**src/sv/cbmirq_pkg.sv**
```systemverilog
package cbmirq_pkg;

    localparam int CmdW = 3;
    localparam int AddrW = 16;
    localparam int DataW = 8;
    localparam int BankW = 19;
    localparam int DipW = 2;

    typedef logic [CmdW-1:0] cmd_t;

    // item commands
    localparam cmd_t CMD_CPU_WRITE = 3'd0;
    localparam cmd_t CMD_CPU_READ = 3'd1;
    localparam cmd_t CMD_CPU_CYCLE = 3'd2;
    localparam cmd_t CMD_PPU_READ = 3'd3;
    localparam cmd_t CMD_A12_RISE = 3'd4;
    localparam cmd_t CMD_PRG_LOOKUP = 3'd5;
    localparam cmd_t CMD_CHR_FETCH = 3'd6;

    // irq clock source, irq mode bits 1:0
    localparam logic [1:0] SRC_CPU_CYCLE = 2'd0;
    localparam logic [1:0] SRC_A12_RISE = 2'd1;
    localparam logic [1:0] SRC_PPU_READ = 2'd2;
    localparam logic [1:0] SRC_CPU_WRITE = 2'd3;

    // count direction, irq mode bits 7:6
    localparam logic [1:0] DIR_UP = 2'd1;
    localparam logic [1:0] DIR_DOWN = 2'd2;

    // cpu address regions, address bits 15:12
    localparam logic [3:0] REGION_ALU = 4'h5;
    localparam logic [3:0] REGION_PRG = 4'h8;
    localparam logic [3:0] REGION_CHR_LO = 4'h9;
    localparam logic [3:0] REGION_CHR_HI = 4'hA;
    localparam logic [3:0] REGION_IRQ = 4'hC;
    localparam logic [3:0] REGION_MODE = 4'hD;

    // 5000h area decode
    localparam logic [15:0] ALU_MASK = 16'h5803;
    localparam logic [15:0] ALU_FACTOR_A = 16'h5800;
    localparam logic [15:0] ALU_FACTOR_B = 16'h5801;
    localparam logic [15:0] ALU_SUM = 16'h5802;
    localparam logic [15:0] ALU_SCRATCH = 16'h5803;

    // irq register select, address bits 2:0
    localparam logic [2:0] IRQ_ENABLE = 3'd0;
    localparam logic [2:0] IRQ_MODE = 3'd1;
    localparam logic [2:0] IRQ_DISABLE = 3'd2;
    localparam logic [2:0] IRQ_ARM = 3'd3;
    localparam logic [2:0] IRQ_PRESCALE = 3'd4;
    localparam logic [2:0] IRQ_COUNT = 3'd5;
    localparam logic [2:0] IRQ_XOR = 3'd6;

    localparam logic [11:0] LATCH_KEY_MASK = 12'hFF8;
    localparam logic [11:0] LATCH_KEY_LO = 12'hFD8;
    localparam logic [11:0] LATCH_KEY_HI = 12'hFE8;

    function automatic logic [6:0] rev7(input logic [7:0] v);
        rev7 = {v[0], v[1], v[2], v[3], v[4], v[5], v[6]};
    endfunction

endpackage

```
**src/sv/cbmirq_in_if.sv**
```systemverilog
interface cbmirq_in_if;
    import cbmirq_pkg::*;

    logic valid;
    logic ready;
    logic [CmdW-1:0] command;
    logic [AddrW-1:0] address;
    logic [DataW-1:0] data;

    modport source (output valid, command, address, data, input ready);
    modport sink (input valid, command, address, data, output ready);
endinterface

```
**src/sv/cbmirq_out_if.sv**
```systemverilog
interface cbmirq_out_if;
    import cbmirq_pkg::*;

    logic valid;
    logic ready;
    logic [DataW-1:0] read_data;
    logic irq_line;
    logic [BankW-1:0] bank_number;
    logic bank_is_ram;

    modport source (output valid, read_data, irq_line, bank_number, bank_is_ram,
                    input ready);
    modport sink (input valid, read_data, irq_line, bank_number, bank_is_ram,
                  output ready);
endinterface

```
**src/sv/cartridge_bank_mapper_with_irq_timer_core.sv**
```systemverilog
// Cartridge bank mapper with irq timer. Every command beat (cpu write, cpu read,
// clock event, prg lookup or chr fetch) is decoded combinationally against the
// register file and gives exactly one result beat from a single output register,
// in the cycle after acceptance. The block takes one beat per clock for as long as
// the result side keeps ready high; when a result is held, input ready drops
// until it is taken. irq_line is the irq pending level after the beat. The dip
// switch bits (read back on bits 7:6 of switch reads in the 5000h area) must be
// written through cfg_we/cfg_data only while the block is idle; it does not enforce this.
module cartridge_bank_mapper_with_irq_timer_core (
    input  logic                      clk,
    input  logic                      rst_n,
    input  logic                      cfg_we,
    input  logic [cbmirq_pkg::DipW-1:0] cfg_data,
    cbmirq_in_if.sink                 items,
    cbmirq_out_if.source              results
);
    import cbmirq_pkg::*;

    logic [DipW-1:0] dip_reg;

    logic [7:0] factor_a_reg, factor_a_next;
    logic [7:0] factor_b_reg, factor_b_next;
    logic [7:0] sum_reg, sum_next;
    logic [7:0] scratch_reg, scratch_next;
    logic [7:0] mode_reg [4];
    logic [7:0] mode_next [4];
    logic [7:0] prg_reg [4];
    logic [7:0] prg_next [4];
    logic [15:0] chr_reg [8];
    logic [15:0] chr_next [8];
    logic [2:0] latch_reg [2];
    logic [2:0] latch_next [2];
    logic irq_en_reg, irq_en_next;
    logic [7:0] irq_mode_reg, irq_mode_next;
    logic [7:0] prescale_reg, prescale_next;
    logic [7:0] count_reg, count_next;
    logic [7:0] xor_reg, xor_next;
    logic pending_reg, pending_next;

    logic out_valid_reg;
    logic [DataW-1:0] rd_reg, rd_next;
    logic [BankW-1:0] bank_reg, bank_next;
    logic ram_reg, ram_next;
    logic irq_line_reg;

    logic accept;
    logic tick_en;
    logic [7:0] tick_mask;
    logic [7:0] pre_step;
    logic [7:0] cnt_step;
    logic [15:0] product;
    logic [15:0] addr;
    logic [7:0] wdata;
    logic [1:0] slot;
    logic [7:0] tail_bank;
    logic [7:0] sel_bank;
    logic [BankW-1:0] prg_bank;
    logic [BankW-1:0] window;
    logic [2:0] cslot;
    logic [2:0] chr_idx;
    logic [15:0] chr_val;
    logic [BankW-1:0] chr_bank;
    logic [11:0] latch_key;

    assign addr = items.address;
    assign wdata = items.data;
    assign items.ready = !out_valid_reg || results.ready;
    assign accept = items.valid && items.ready;
    assign product = {8'd0, factor_a_reg} * {8'd0, factor_b_reg};

    // prg bank for the 8K slot the address falls in
    always_comb
    begin
        slot = addr[14:13];
        tail_bank = mode_reg[0][2] ? prg_reg[3] : 8'hFF;
        sel_bank = (slot == 2'd3) ? tail_bank : prg_reg[slot];
        case (mode_reg[0][1:0])
            2'd0: prg_bank = {9'd0, tail_bank, slot};
            2'd1: prg_bank = slot[1] ? {10'd0, tail_bank, slot[0]}
                                     : {10'd0, prg_reg[1], slot[0]};
            2'd2: prg_bank = {11'd0, sel_bank};
            default: prg_bank = {12'd0, rev7(sel_bank)};
        endcase
        case (mode_reg[0][1:0])
            2'd0: window = {9'd0, prg_reg[3], 2'b11};
            2'd1: window = {10'd0, prg_reg[3], 1'b1};
            2'd2: window = {11'd0, prg_reg[3]};
            default: window = {12'd0, rev7(prg_reg[3])};
        endcase
    end

    // chr bank, one register read through a mode-selected index
    always_comb
    begin
        cslot = addr[12:10];
        case (mode_reg[0][4:3])
            2'd0: chr_idx = 3'd0;
            2'd1: chr_idx = latch_reg[cslot[2]];
            2'd2: chr_idx = {cslot[2:1], 1'b0};
            default: chr_idx = cslot;
        endcase
        chr_val = chr_reg[chr_idx];
        case (mode_reg[0][4:3])
            2'd0: chr_bank = {chr_val, cslot};
            2'd1: chr_bank = {1'b0, chr_val, cslot[1:0]};
            2'd2: chr_bank = {2'b0, chr_val, cslot[0]};
            default: chr_bank = {3'b0, chr_val};
        endcase
        latch_key = addr[11:0] & LATCH_KEY_MASK;
    end

    always_comb
    begin
        factor_a_next = factor_a_reg;
        factor_b_next = factor_b_reg;
        sum_next = sum_reg;
        scratch_next = scratch_reg;
        mode_next = mode_reg;
        prg_next = prg_reg;
        chr_next = chr_reg;
        latch_next = latch_reg;
        irq_en_next = irq_en_reg;
        irq_mode_next = irq_mode_reg;
        prescale_next = prescale_reg;
        count_next = count_reg;
        xor_next = xor_reg;
        pending_next = pending_reg;
        rd_next = '0;
        bank_next = '0;
        ram_next = 1'b0;
        pre_step = prescale_reg;
        cnt_step = count_reg;

        case (items.command)
            CMD_CPU_WRITE: tick_en = (irq_mode_reg[1:0] == SRC_CPU_WRITE);
            CMD_CPU_CYCLE: tick_en = (irq_mode_reg[1:0] == SRC_CPU_CYCLE);
            CMD_PPU_READ: tick_en = (irq_mode_reg[1:0] == SRC_PPU_READ);
            CMD_A12_RISE: tick_en = (irq_mode_reg[1:0] == SRC_A12_RISE);
            default: tick_en = 1'b0;
        endcase
        tick_mask = irq_mode_reg[2] ? 8'h07 : 8'hFF;

        // timer tick comes before any register write of the same beat
        if (tick_en && irq_en_reg)
        begin
            if (irq_mode_reg[7:6] == DIR_UP)
            begin
                pre_step = prescale_reg + 8'd1;
                prescale_next = pre_step;
                if ((pre_step & tick_mask) == 8'h00)
                begin
                    if (!irq_mode_reg[3])
                        cnt_step = count_reg + 8'd1;
                    count_next = cnt_step;
                    if (cnt_step == 8'h00)
                        pending_next = 1'b1;
                end
            end
            else if (irq_mode_reg[7:6] == DIR_DOWN)
            begin
                pre_step = prescale_reg - 8'd1;
                prescale_next = pre_step;
                if ((pre_step & tick_mask) == tick_mask)
                begin
                    if (!irq_mode_reg[3])
                        cnt_step = count_reg - 8'd1;
                    count_next = cnt_step;
                    if (cnt_step == 8'hFF)
                        pending_next = 1'b1;
                end
            end
        end

        case (items.command)
            CMD_CPU_WRITE:
            begin
                case (addr[15:12])
                    REGION_ALU:
                    begin
                        case (addr & ALU_MASK)
                            ALU_FACTOR_A: factor_a_next = wdata;
                            ALU_FACTOR_B: factor_b_next = wdata;
                            ALU_SUM: sum_next = sum_reg + wdata;
                            ALU_SCRATCH:
                            begin
                                scratch_next = wdata;
                                sum_next = 8'h00;
                            end
                            default: ;
                        endcase
                    end
                    REGION_PRG:
                        if (!addr[11])
                            prg_next[addr[1:0]] = wdata;
                    REGION_CHR_LO:
                        if (!addr[11])
                            chr_next[addr[2:0]][7:0] = wdata;
                    REGION_CHR_HI:
                        if (!addr[11])
                            chr_next[addr[2:0]][15:8] = wdata;
                    REGION_IRQ:
                    begin
                        case (addr[2:0])
                            IRQ_ENABLE:
                            begin
                                irq_en_next = wdata[0];
                                if (!wdata[0])
                                begin
                                    prescale_next = 8'h00;
                                    pending_next = 1'b0;
                                end
                            end
                            IRQ_MODE: irq_mode_next = wdata;
                            IRQ_DISABLE:
                            begin
                                irq_en_next = 1'b0;
                                prescale_next = 8'h00;
                                pending_next = 1'b0;
                            end
                            IRQ_ARM: irq_en_next = 1'b1;
                            IRQ_PRESCALE: prescale_next = wdata ^ xor_reg;
                            IRQ_COUNT: count_next = wdata ^ xor_reg;
                            IRQ_XOR: xor_next = wdata;
                            default: ;
                        endcase
                    end
                    REGION_MODE:
                        if (!addr[11])
                            mode_next[addr[1:0]] = wdata;
                    default: ;
                endcase
            end
            CMD_CPU_READ:
            begin
                if (addr[15:12] != REGION_ALU)
                    rd_next = wdata;
                else if (addr[9:0] == 10'd0 && addr != ALU_FACTOR_A)
                    rd_next = {dip_reg, wdata[5:0]};
                else
                begin
                    case (addr & ALU_MASK)
                        ALU_FACTOR_A: rd_next = product[7:0];
                        ALU_FACTOR_B: rd_next = product[15:8];
                        ALU_SUM: rd_next = sum_reg;
                        ALU_SCRATCH: rd_next = scratch_reg;
                        default: rd_next = wdata;
                    endcase
                end
            end
            CMD_PRG_LOOKUP:
            begin
                if (addr[15])
                    bank_next = prg_bank;
                else if (addr[15:13] == 3'b011)
                begin
                    if (mode_reg[0][7])
                        bank_next = window;
                    else
                        ram_next = 1'b1;
                end
            end
            CMD_CHR_FETCH:
            begin
                bank_next = chr_bank;
                if (mode_reg[3][7] && (latch_key == LATCH_KEY_LO || latch_key == LATCH_KEY_HI))
                    latch_next[addr[12]] = {addr[6] & addr[12], addr[5], 1'b0};
            end
            default: ;
        endcase
    end

    always_ff @(posedge clk or negedge rst_n)
    begin
        if (!rst_n)
        begin
            dip_reg <= '0;
            factor_a_reg <= '0;
            factor_b_reg <= '0;
            sum_reg <= '0;
            scratch_reg <= '0;
            mode_reg <= '{default: '0};
            prg_reg <= '{default: '0};
            chr_reg <= '{default: '0};
            latch_reg[0] <= 3'd0;
            latch_reg[1] <= 3'd4;
            irq_en_reg <= 1'b0;
            irq_mode_reg <= '0;
            prescale_reg <= '0;
            count_reg <= '0;
            xor_reg <= '0;
            pending_reg <= 1'b0;
            out_valid_reg <= 1'b0;
            irq_line_reg <= 1'b0;
        end
        else
        begin
            if (cfg_we)
                dip_reg <= cfg_data;
            if (accept)
            begin
                factor_a_reg <= factor_a_next;
                factor_b_reg <= factor_b_next;
                sum_reg <= sum_next;
                scratch_reg <= scratch_next;
                mode_reg <= mode_next;
                prg_reg <= prg_next;
                chr_reg <= chr_next;
                latch_reg <= latch_next;
                irq_en_reg <= irq_en_next;
                irq_mode_reg <= irq_mode_next;
                prescale_reg <= prescale_next;
                count_reg <= count_next;
                xor_reg <= xor_next;
                pending_reg <= pending_next;
                out_valid_reg <= 1'b1;
                irq_line_reg <= pending_next;
            end
            else if (results.ready)
                out_valid_reg <= 1'b0;
        end
    end

    // result payload
    always_ff @(posedge clk)
    begin
        if (accept)
        begin
            rd_reg <= rd_next;
            bank_reg <= bank_next;
            ram_reg <= ram_next;
        end
    end

    assign results.valid = out_valid_reg;
    assign results.read_data = rd_reg;
    assign results.irq_line = irq_line_reg;
    assign results.bank_number = bank_reg;
    assign results.bank_is_ram = ram_reg;

`ifndef NO_ASSERTIONS
    // a disabled timer never leaves an irq pending
    a_pending_needs_enable: assert property (@(posedge clk) disable iff (!rst_n)
        !irq_en_reg |-> !pending_reg)
        else $error("irq pending while timer disabled");

    // the low-half fetch latch can only hold 0 or 2
    a_latch0_range: assert property (@(posedge clk) disable iff (!rst_n)
        latch_reg[0][2] == 1'b0)
        else $error("chr fetch latch 0 out of range");

    // every accepted beat shows up as a result next cycle
    a_accept_gives_result: assert property (@(posedge clk) disable iff (!rst_n)
        accept |=> results.valid)
        else $error("accepted beat gave no result");

    // the irq line of a result follows the pending state it was taken from
    a_irq_line_tracks: assert property (@(posedge clk) disable iff (!rst_n)
        accept |=> results.irq_line == pending_reg)
        else $error("irq line does not match pending state");
`endif

endmodule
```
**src/flat_wrapper.sv**
```systemverilog
// flat-port wrapper written by rule: the top's interface ports become plain ports
module cartridge_bank_mapper_with_irq_timer_core_flat import cbmirq_pkg::*;
  (clk, rst_n, cfg_we, cfg_data, items_valid, items_command, items_address, items_data, items_ready, results_valid, results_read_data, results_irq_line, results_bank_number, results_bank_is_ram, results_ready);
  cbmirq_in_if items_i ();
  cbmirq_out_if results_i ();
  input  logic clk;
  input  logic rst_n;
  input  logic cfg_we;
  input  logic [cbmirq_pkg::DipW-1:0] cfg_data;
  input wire logic [$bits(items_i.valid)-1:0] items_valid;
  input wire logic [$bits(items_i.command)-1:0] items_command;
  input wire logic [$bits(items_i.address)-1:0] items_address;
  input wire logic [$bits(items_i.data)-1:0] items_data;
  output wire logic [$bits(items_i.ready)-1:0] items_ready;
  output wire logic [$bits(results_i.valid)-1:0] results_valid;
  output wire logic [$bits(results_i.read_data)-1:0] results_read_data;
  output wire logic [$bits(results_i.irq_line)-1:0] results_irq_line;
  output wire logic [$bits(results_i.bank_number)-1:0] results_bank_number;
  output wire logic [$bits(results_i.bank_is_ram)-1:0] results_bank_is_ram;
  input wire logic [$bits(results_i.ready)-1:0] results_ready;
  assign items_i.valid = items_valid;
  assign items_i.command = items_command;
  assign items_i.address = items_address;
  assign items_i.data = items_data;
  assign items_ready = items_i.ready;
  assign results_valid = results_i.valid;
  assign results_read_data = results_i.read_data;
  assign results_irq_line = results_i.irq_line;
  assign results_bank_number = results_i.bank_number;
  assign results_bank_is_ram = results_i.bank_is_ram;
  assign results_i.ready = results_ready;
  cartridge_bank_mapper_with_irq_timer_core u_core (.clk(clk), .rst_n(rst_n), .cfg_we(cfg_we), .cfg_data(cfg_data), .items(items_i), .results(results_i));
endmodule
```
**config.mk**
```make
export PLATFORM = sky130hd
export DESIGN_NAME = cartridge_bank_mapper_with_irq_timer_core_flat
export DESIGN_NICKNAME = d
export VERILOG_FILES = /design/src/sv/cbmirq_pkg.sv /design/src/sv/cbmirq_in_if.sv /design/src/sv/cbmirq_out_if.sv /design/src/sv/cartridge_bank_mapper_with_irq_timer_core.sv /design/src/flat_wrapper.sv
export SDC_FILE = /design/constraint.sdc
export NUM_CORES = 1
export LEC_CHECK = 0
export ABC_CLOCK_PERIOD_IN_PS = 11550
export BUFFER_PORTS_ARGS = -buffer_cell sky130_fd_sc_hd__buf_2
export CAP_MARGIN = 5
export CORE_MARGIN = 1
export CORE_UTILIZATION = 55
export CTS_CLUSTER_DIAMETER = 80
export DETAILED_ROUTE_END_ITERATION = 8
export PLACE_DENSITY = 0.83
export SLEW_MARGIN = 20
export SYNTH_ARGS = -nofsm -noshare
export SYNTH_HDL_FRONTEND = slang
export SYNTH_SLANG_ARGS = --single-unit
```
**constraint.sdc**
```tcl
create_clock -name clk -period 11.55 [get_ports clk]
set_input_delay 1.155 -clock clk [delete_from_list [all_inputs] [get_ports clk]]
set_output_delay 1.155 -clock clk [all_outputs]
set_load 0.02 [all_outputs]
```
# Word-level counts from Yosys, hierarchy flattened
# Cells that the tools add are included.
[word_totals]
out_inout_bits = 31
memories = 0
input_bits = 34
mem_bits_ro = 0
latch_bits = 0
register_bits = 295
elab_cells = 215
ram_bits = 0
[classes]
mux = 81
n_div = 0
bitwise = 12
add_sub_neg = 5
reduce_logical = 34
magnitude_cmp = 8
shifts = 0
eq_ne = 41
multipliers = 1
[op_table]
columns = ["operator", "count"]
rows = [
  ["128-bit bitwise mux", 2],
  ["128-bit 2-to-1 mux", 2],
  ["8-bit 2-to-1 mux", 32],
  ["128-bit one-hot mux with 2 select lines", 1],
  ["19-bit one-hot mux with 3 select lines", 2],
  ["16-bit demux with 3-bit select", 2],
  ["32-bit bitwise mux", 2],
  ["16-bit binary-select mux with 3-bit select", 1],
  ["16-bit 2-to-1 mux", 3],
  ["19-bit 2-to-1 mux", 2],
  ["19-bit one-hot mux with 2 select lines", 1],
  ["4-bit AND reduction", 9],
  ["8-bit one-hot mux with 4 select lines", 1],
  ["10-bit one-hot mux with 3 select lines", 1],
  ["8-bit one-hot mux with 3 select lines", 1],
  ["4-bit == test (second input constant)", 5],
  ["5-bit == test (second input constant)", 4],
  ["3-bit == test (second input constant)", 6],
  ["9-bit == test (second input constant)", 2],
  ["8-bit by 1-bit adder with 8-bit output (second input constant)", 2],
  ["8-bit AND", 2],
  ["8-bit binary-select mux with 2-bit select", 1],
  ["8-bit demux with 2-bit select", 1],
  ["8-bit logical NOT", 2],
  ["47 further kinds", 95],
]

# Longest topological paths before layout
[depth]
depth_word = 17
mapped_depth = 17
depth_no_buf = 17

# Least setup slack after synthesis
# Ideal clock, no wire load.
[synth_path]
kind = "register to register"
startpoint = "register u_core.factor_a_reg[5]"
endpoint = "register u_core.rd_reg[3], in the netlist u_core.results.read_data[3], data pin"
stages_incl_launch_ff = 17
arrival_time_ns = 4.012
period_less_slack_ns = 4.275
n_path_buf = 0
t_required_ns = 11.287
slack_ns = 7.275
cell_sequence = "dfrtp_1 nand2_1 fa_1 fa_1 inv_1 fa_1 inv_1 fa_1 inv_1 ha_1 o21ai_0 o21ai_0 a31oi_1 xnor2_1 mux4_2 nand2_1 a21oi_1"
[synth_via]
elab_chain_len = 4
[synth_rtl]
columns = ["item", "line_no", "rtl"]
rows = [
  ["from (decl)", "cartridge_bank_mapper_with_irq_timer_core.sv:21", "logic [7:0] factor_a_reg, factor_a_next;"],
  ["from (signal assigned)", "cartridge_bank_mapper_with_irq_timer_core.sv:301", "factor_a_reg <= factor_a_next;"],
  ["8-bit by 8-bit multiplier with 16-bit output", "cartridge_bank_mapper_with_irq_timer_core.sv:69", "assign product = {8'd0, factor_a_reg} * {8'd0, factor_b_reg};"],
  ["8-bit one-hot mux with 4 select lines", "cartridge_bank_mapper_with_irq_timer_core.sv:241", "case (addr & ALU_MASK)"],
  ["8-bit 2-to-1 mux", "cartridge_bank_mapper_with_irq_timer_core.sv:237", "else if (addr[9:0] == 10'd0 && addr != ALU_FACTOR_A)"],
  ["8-bit 2-to-1 mux", "cartridge_bank_mapper_with_irq_timer_core.sv:235", "if (addr[15:12] != REGION_ALU)"],
  ["to (signal assigned)", "cartridge_bank_mapper_with_irq_timer_core.sv:328", "rd_reg <= rd_next;"],
  ["to (decl)", "cartridge_bank_mapper_with_irq_timer_core.sv:41", "logic [DataW-1:0] rd_reg, rd_next;"],
]
# Every way passes these cells.
# A chain may end at the register's enable or synchronous reset.

# Final worst setup path
[layout_path]
startpoint = "register u_core.factor_a_reg[4]"
endpoint = "register u_core.rd_reg[3], in the netlist u_core.results.read_data[3], data pin"
# Same word-level chain as after synthesis.

==> flow_metrics.env <==
export IMPL_drt_initial_drc_count=1168
export IMPL_worstSetupStartpointType="register"
export IMPL_worstSkewPairLatency_ns=0.55
export IMPL_synthArstFlopShare=0.895
export IMPL_worstPathRequired_ns=11.83
export IMPL_die_h_um=175
export IMPL_fmax_ghz=0.210
export IMPL_gr_usage_met1=0.373
export IMPL_num_io_pins=65
export IMPL_tritoncts="built"
export IMPL_clockBufferDepth=3
export IMPL_power_leakage_nw=8.29
export IMPL_grtUsageMet3=0.0455
export IMPL_pre_cts_slack_ns=6.85
export IMPL_synthFlopType="dfrtp_1"
export IMPL_tightest_slew_ns=0.977
export IMPL_yosys_cell_types_count=86
export IMPL_htreeDepth=1
export IMPL_synth_edf_count=28
export IMPL_hold_buffers=0
export IMPL_synth_avg_cell_area_sq_um=11.3
export IMPL_hold_viol_final=0
export IMPL_cts_resized=0
export IMPL_drtPass1Iterations=6
export IMPL_period_needed_ns=4.77
export IMPL_ff2ff_path_depth=16
export IMPL_pwr_density_cell_nw_per_um2=112
export IMPL_ys_seq_area_frac=0.411
export IMPL_route_detailed_drc=0
export IMPL_layout_nets=1597
export IMPL_finClkSkew_ns=0.0152
export IMPL_syn_num_nets=1578
export IMPL_slew_violations=0
export IMPL_ys_ff_latch=266
export IMPL_critical_path_class="reg -> reg"
export IMPL_wl_mm=41.7
export IMPL_wl_per_cell_um=22.0
export IMPL_avgViaCountPerCell=6.40
export IMPL_vdd_ir_drop_max_mv=0.128
export IMPL_final_antenna_net_count=0
export IMPL_rsz0062_at_grt="no"
export IMPL_dp_hpwl_mm=28.3
export IMPL_grt_pass1_vias=12500
export IMPL_start_util=0.559
export IMPL_largest_reg_flops=128
export IMPL_hold_class="reg -> reg"
export IMPL_synth_warning_count=0
export IMPL_grt_busiest_layer="met2"
export IMPL_core_sq_um=29600
export IMPL_vias=12100
export IMPL_startpoint="u_core.factor_a_reg[4]"
export IMPL_grt_start_max_net_pins=94
export IMPL_cp_arrival_ns=5.05
export IMPL_cts_sinks=266
export IMPL_worstSetupEndpointType="register"
export IMPL_die_area_sq_um=30700
export IMPL_io_buffers=64
export IMPL_seq_area_sq_um=6800
export IMPL_p_total_mw=2.03
export IMPL_grt_util_all_layers=0.280
export IMPL_cts_setup_buffers=0
export IMPL_clock_root_buffer="clkbuf_16"
export IMPL_grt_ovfl_total=0
export IMPL_rows=63
export IMPL_synth_top_area_cell="dfrtp_1"
export IMPL_clk_pin_slew_ns=0.06
export IMPL_dieWidth_um=175
export IMPL_drv_cap=0
export IMPL_multiInputGateArea_sq_um=9130
export IMPL_nFillCells=2345
export IMPL_relSlewSlack=0.346
export IMPL_synthTopCellsByArea="dfrtp_1 (36%), mux2_2 (14%), mux4_2 (6.1%)"
export IMPL_timing_rr_start="u_core.factor_a_reg[4]"
export IMPL_status="finished, final reports clean"
export IMPL_hold_start="u_core.chr_reg[117]"
export IMPL_min_path_cells=1
export IMPL_layout_setup_ws_ns=6.78
export IMPL_place_congestion=0.905
export IMPL_crit_fanout=9
export IMPL_grt_pass1_wl_mm=67.8
export IMPL_area_growth_pct=9.10
export IMPL_final_setup_tns_ns=0
export IMPL_antenna_found_initial=3
export IMPL_min_period_over_period=0.413
export IMPL_synth_top_cell_area_share=0.359
export IMPL_setup_viol=0
export IMPL_dp_cells=1836
export IMPL_syn_inst=1458
export IMPL_cts_buffers=28
export IMPL_drive_above_1_share=0.270
export IMPL_grt_use_met2=0.462
export IMPL_synthesis_area_sq_um=16500
export IMPL_stdcell_count=1891
==> final cells by class <==
| class | instances | area share |
|---|---|---|
| sequential | 266 | 0.377 |
| multi-input combinational | 1038 | 0.507 |
| tap | 390 | 0.0271 |
| inverter | 70 | 0.0146 |
| antenna | 2 | 0.000278 |
| clock buffer | 39 | 0.0468 |
| clock inverter | 13 | 0.00437 |
| timing repair buffer | 73 | 0.0232 |
==> cell families after synthesis <==
| logic type | share of synthesized area |
|---|---|
| AND/OR/NAND/NOR | 0.125 |
| multiplexers | 0.236 |
| flip-flops | 0.411 |
| AO/OA/AOI/OAI | 0.0918 |
| buffers and inverters | 0.0360 |
| adder cells (fa/ha/maj) | 0.0819 |
| XOR/XNOR | 0.0186 |
==> through the flow <==
stage	utilization	cell area, sq um	hold slack [ns]
2_1_floorplan	-	16500	0.453
4_1_cts	0.609	18000	0.489
3_3_place_gp	0.577	17100	0.462
3_5_place_dp	0.577	17100	0.473
5_1_grt	0.610	18000	0.506
6_report	0.610	18000	0.484
==> routing by layer <==
layer | share of wire | up-vias
li1 | - | 5353
met1 | 0.41 | 6117
met2 | 0.48 | 526
met3 | 0.070 | 109
met4 | 0.037 | 2
met5 | 0.00031 | -
==> placed cells by master, fill, tap and decap left out, types with 37 or more instances in the layout <==
cell	synthesis	layout
dfrtp_1	237	236
fa_1	37	37
o21ai_0	44	44
and2_1	52	52
a21oi_1	48	48
mux4_2	45	45
inv_1	69	69
nand3_1	39	39
buf_2	7	63
mux2_2	210	210
nor2_1	69	69
ha_1	49	49
nand2_1	97	97
mux2i_1	45	45
==> report_power, final <==
| part | switching [mW] | internal [mW] |
|---|---|---|
| Sequential | 0.0188 | 0.961 |
| Clock | 0.379 | 0.512 |
| Combinational | 0.105 | 0.0510 |
| Total | 0.503 | 1.52 |
==> worst paths after layout <==
check                      slack (ns)                     endpoint
hold / removal                   0.48          u_core.chr_reg[117]
max in group asynchronous        9.49           u_core.chr_reg[40]
min in group asynchronous        0.64           u_core.chr_reg[30]
setup reg to reg                 6.78  u_core.results.read_data[3]
setup / recovery                 6.78  u_core.results.read_data[3]
hold reg to reg                  0.48          u_core.chr_reg[117]
==> cells in the mapped netlist, types with 5 or more instances <==
library cell  instances
or2_2                 5
nand2_1              97
nand4_1               9
nor2_1               69
a21oi_1              48
o31ai_1               9
o21ai_0              44
a21o_1                5
nand2b_1             18
nand3b_1              5
xor2_1               15
buf_1                 8
o211ai_1              8
mux4_2               45
xnor2_1              20
a22oi_1              10
nor3_1               27
nor4_1               11
o21ai_1               5
ha_1                 49
o22ai_1              13
or3_1                 6
clkbuf_1             68
a22o_1               10
mux2i_1              45
dfrtp_1             237
mux2_2              210
and3_1                9
edfxtp_1             28
nor3_2                9
inv_1                69
buf_2                 7
a31oi_1               6
nor2b_1              16
nand3_1              39
fa_1                 37
mux2_1                6
and2_1               52
==> worst max-delay path: stages, from the launching register on <==
cell and delay, ns:
dfrtp_1 0.52, nand2_1 0.12, fa_1 0.50, fa_1 0.54, inv_1 0.05, fa_1 0.47
inv_1 0.05, fa_1 0.48, inv_1 0.04, ha_1 0.37, o21ai_0 0.14, o21ai_0 0.31
a31oi_1 0.17, xnor2_1 0.16, mux4_2 0.44, nand2_1 0.08, a21oi_1 0.07
Power figures use the tool's default switching activity.
